`src/b58_pkg.sv`:
```
// Shared types, constants and the character map for the base58 encoder.
// No dependencies; imported by b58_cell and base58_encoder.
`default_nettype none

package b58_pkg;

    localparam int MAX_BYTES_DEF  = 32;
    localparam int MAX_DIGITS_DEF = 44;

    localparam int DIGIT_W = 6;
    localparam int CARRY_W = 8;
    localparam int VAL_W   = DIGIT_W + 8;

    localparam int RADIX = 58;
    // floor(v * 1130 / 2^16) == floor(v / 58) for every v below 58 * 256
    localparam int RECIP       = 1130;
    localparam int RECIP_SHIFT = 16;
    localparam int PROD_W      = VAL_W + 11;

    localparam logic [6:0] CHAR_ONE = 7'h31;

    // first character in the top byte
    localparam logic [8*RADIX-1:0] ALPHABET =
        "123456789ABCDEFGHJKLMNPQRSTUVWXYZabcdefghijkmnopqrstuvwxyz";

    typedef struct packed {
        logic shift;    // move every digit one cell up, zero into cell 0
        logic clear;    // zero every digit
    } t_cell_ctl;

    function automatic logic [6:0] b58_char(input logic [DIGIT_W-1:0] d);
        logic [DIGIT_W-1:0] idx;
        idx = (d < DIGIT_W'(RADIX)) ? d : '0;
        return ALPHABET[8*(RADIX-1-int'(idx)) +: 7];
    endfunction

endpackage

`default_nettype wire

```
`src/b58_cell.sv`:
```
// One radix-58 digit of the running number: digit*256 + carry, split into
// a new digit and a carry for the next cell. Uses b58_pkg.
`default_nettype none

module b58_cell (
    input  logic                      i_clk,
    input  logic                      i_rst_n,
    input  b58_pkg::t_cell_ctl        i_ctl,
    input  logic                      i_vld,
    input  logic [b58_pkg::CARRY_W-1:0] i_carry,
    input  logic [b58_pkg::DIGIT_W-1:0] i_prev_digit,
    output logic                      o_vld,
    output logic [b58_pkg::CARRY_W-1:0] o_carry,
    output logic [b58_pkg::DIGIT_W-1:0] o_digit,
    output logic                      o_grow
);
    import b58_pkg::*;

    logic [DIGIT_W-1:0] r_digit;
    logic               r_vld;
    logic [CARRY_W-1:0] r_carry;

    logic [VAL_W-1:0]   w_val;
    logic [PROD_W-1:0]  w_prod;
    logic [CARRY_W-1:0] w_quot;
    logic [VAL_W-1:0]   w_qm;
    logic [VAL_W-1:0]   w_rem;

    assign w_val  = {r_digit, 8'h00} + VAL_W'(i_carry);
    assign w_prod = PROD_W'(w_val) * PROD_W'(RECIP);
    assign w_quot = w_prod[RECIP_SHIFT +: CARRY_W];
    assign w_qm   = VAL_W'(w_quot) * VAL_W'(RADIX);
    assign w_rem  = w_val - w_qm;

    always_ff @(posedge i_clk) begin
        if (!i_rst_n) begin
            r_digit <= '0;
            r_vld   <= 1'b0;
        end else begin
            r_vld <= i_vld && !i_ctl.clear;
            if (i_ctl.clear) begin
                r_digit <= '0;
            end else if (i_ctl.shift) begin
                r_digit <= i_prev_digit;
            end else if (i_vld) begin
                r_digit <= w_rem[DIGIT_W-1:0];
            end
        end
        r_carry <= w_quot;
    end

    assign o_vld   = r_vld;
    assign o_carry = r_carry;
    assign o_digit = r_digit;
    assign o_grow  = i_vld && (i_carry != '0);

endmodule

`default_nettype wire

```
`config.mk`:
```
export PLATFORM = sky130hd
export DESIGN_NAME = b58_cell
export DESIGN_NICKNAME = d
export VERILOG_FILES = /design/src/b58_pkg.sv /design/src/b58_cell.sv
export SDC_FILE = /design/constraint.sdc
export NUM_CORES = 1
export LEC_CHECK = 0
export ABC_CLOCK_PERIOD_IN_PS = 5700
export BUFFER_PORTS_ARGS = -buffer_cell sky130_fd_sc_hd__buf_2
export CORE_AREA = 8 8 101 103
export DETAILED_ROUTE_END_ITERATION = 8
export DIE_AREA = 0 0 109 111
export PLACE_DENSITY_LB_ADDON = 0.05
export SLEW_MARGIN = 25
export SYNTH_ARGS = -nofsm -noshare
export SYNTH_HDL_FRONTEND = slang
export SYNTH_SLANG_ARGS = --single-unit
```
`constraint.sdc`:
```
create_clock -name i_clk -period 5.7 [get_ports i_clk]
set_input_delay 0.285 -clock i_clk [delete_from_list [all_inputs] [get_ports i_clk]]
set_output_delay 0.285 -clock i_clk [all_outputs]
set_load 0.005 [all_outputs]
```
==> flow_metrics.tcl <==
set metrics [dict create \
    whs_path_depth 3 \
    yosysSeqAreaShare 0.103 \
    start_util 0.342 \
    regToRegSetupSlack_ns 0.25 \
    worstPathRequired_ns 5.87 \
    synth_top_family_by_area "adder cells" \
    crit_slowest_cell "fa_1" \
    grt_pass1_vias 2445 \
    drt_iter0_drc 41 \
    io-pin-count 35 \
    syn_inst 316 \
    finalHoldViolCount 0 \
    clkSlewWorstSetupHoldPaths_ns 0.06 \
    gp_congestion 0.787 \
    cts_tree "built" \
    layout_setup_ws_ns 0.254 \
    syn2layout_area_growth_pct 28.9 \
    maxSlewViolCount 0 \
    die_area_mm2 0.0121 \
    holdCritPathClass "input port to register" \
    reg2reg_depth 22 \
    final_layout_size_suffix_gt1_frac 0.275 \
    synth_compound_area_frac 0.109 \
    synth-simple-area-share 0.0488 \
    die_h_um 111 \
    critPathLaunchType "register" \
    final_nets 531 \
    max_slew_margin 0.708 \
    globalRoute.totalOverflow 0 \
    cp_cell_sequence "ha_1, ha_1, fa_1, fa_1, inv_1, fa_1, inv_1, ha_4, and3_4, a31oi_4, inv_2, a21oi_4, xnor2_2, ha_1, ha_4, ha_4, xnor2_2, xnor2_1, xnor2_1, xnor2_2, xnor3_1, o22ai_2" \
    cts.htree.levels 1 \
    hold_path_end "o_digit[3]" \
    cp_max_fo 4 \
    layout_min_cycle_time_ns 5.45 \
    grt_pass1_wl_um 12100 \
    ys.flop_type "dfxtp_1" \
    cts-hold-fix-buffers 0 \
    period_share 0.955 \
    synth_adder_area_share 0.564 \
    crit_path_max_incr_delay_ns 0.54 \
    max_freq_mhz 184 \
    wirelength_um 7460 \
    grt_max_degree 14 \
    synthArstFlopShare 0 \
    cts_buffer_depth 2 \
    yosysWarnings 0 \
    ant_nets 0 \
    rows 34 \
    diodes 0 \
    fp.dieW_um 109 \
    multi_input_area_mm2 0.00244 \
    worstSetupPathType "register to register" \
    antenna_found_initial 0 \
    clk_latency_ns 0.24 \
    synth_fp_nets 450 \
    cts_inserted_buffers 3 \
    viasPerCell 4.57 \
    clockRootBuffer "clkbuf_8" \
    timing.rr.end "o_digit[5]" \
    dr_total_vias 2303 \
    wl_per_cell_um 14.8 \
    endpoint_kind "register" \
    ff_latch_area_um2 308 \
    cp.arrival_ns 5.62 \
    dpl-instance-area_mm2 0.00357 \
    first_pass_iters 4 \
    outcome "complete, no violations" \
    dp_hpwl_um 6720 \
    synthXorXnorAreaFrac 0.0556 \
    hp-start "i_prev_digit[3]" \
    cap_violations 0 \
    coreArea_mm2 0.00855 \
    fin_worst_skew_ns 0.00156 \
    cts_sinks 15 \
    synth_edf_count 0 \
    rr_startpoint "o_digit[0]" \
    fin_area_mm2 0.00377 \
    ys_ff_latch 15 \
    tightest_slew_ns 0.438 \
    numPortBuffers 34 \
    pre_cts_ws_ns -0.265 \
    synth_cell_types 40 \
    n_fill_cell 868 \
    mostFrequentLayoutCells "inv_1, ha_1, buf_4" \
    synth_area_mm2 0.00293 \
    muxShareOfSynthArea 0.00342 \
    syn_avg_cell_area_um2 9.26 \
    setup_violations 0 \
    gr-usage-all-layers 0.127 \
    remaining_drc_errors 0 \
]
-- stage by stage --
step | util | TNS [ns] | cells | hold WS [ns]
after global placement | 0.417 | -0.282 | 496 | 0.538
after global routing | 0.441 | -0.00460 | 504 | 0.290
after CTS | 0.429 | 0 | 503 | 0.288
final | 0.441 | 0 | 504 | 0.282
after detailed placement | 0.417 | -0.454 | 496 | 0.545
after floorplan | - | 0 | 316 | 0.428
-- kinds of logic (layout without fill, tap and decap cells) --
kind of cell / count (synthesis) / in the layout
adder cells (fa/ha/maj): 115 / 115
buffers and inverters: 90 / 170
AO/OA/AOI/OAI: 48 / 48
AND/OR/NAND/NOR: 30 / 30
XOR/XNOR: 17 / 17
flip-flops: 15 / 15
multiplexers: 1 / 1
-- synth_stat cells (4+ instances only) --
master    count  area (µm²)
xnor2_1      12         105
a21oi_1      19        95.1
xor2_1        4        35.0
nand2_1       4        15.0
fa_1         28         561
nor2_1       14        52.6
dfxtp_1      15         300
ha_1         87        1090
inv_1        85         319
a21o_1        5        37.5
a211oi_1      4        30.0
-- state kept, by name, summed over array words and instances (netlist names) --
name and count:
o_carry 8, o_digit 6, o_vld 1
-- cell type report --
cell class	count	share of cell area
sequential	15	0.0816
timing repair buffer	80	0.137
tap	108	0.0358
clock buffer	4	0.0119
multi-input combinational	211	0.648
inverter	86	0.0856
-- routing by layer --
layer | part of all wire | global-route usage | vias up
met3 | 0.026 | 0.0110 | 4
met2 | 0.52 | 0.234 | 24
li1 | - | - | 1194
met1 | 0.44 | 0.155 | 1081
met5 | 0 | 0 | -
met4 | 0.0076 | 0.0164 | 0
-- repair_timing --
item | 4_1_cts | 5_1_grt
gates cloned | 0 | 0
endpoints found under the setup margin | 2 | 2
setup buffers | 3 | 1
pin swaps | 6 | 17
resized for setup | 9 | 16
-- critical path: cells and delay by family, from the launching register on --
family                     cells  cell delay, ns
DFF                            1            0.36
adders and majority gates      9            3.16
AOI/OAI and AO/OA              3            0.47
buffers and inverters          3            0.18
and+or+nand+nor                1            0.18
xor gates and xnor gates       6            1.01
-- worst max-delay path by stage --
stage	start	endpoint	slack, ns
floorplan	i_carry[5]	o_digit[5]	0.02
global placement	i_carry[5]	o_digit[5]	-0.15
detailed placement	i_carry[5]	o_digit[5]	-0.27
CTS	i_carry[5]	o_digit[5]	0.009
global route	o_digit[0]	o_digit[5]	-0.005
finish	o_digit[0]	o_digit[5]	0.25
Power is left out: the tool's default activity adds up to more than one toggle a clock period on the data nets, which glitch-free logic cannot reach.
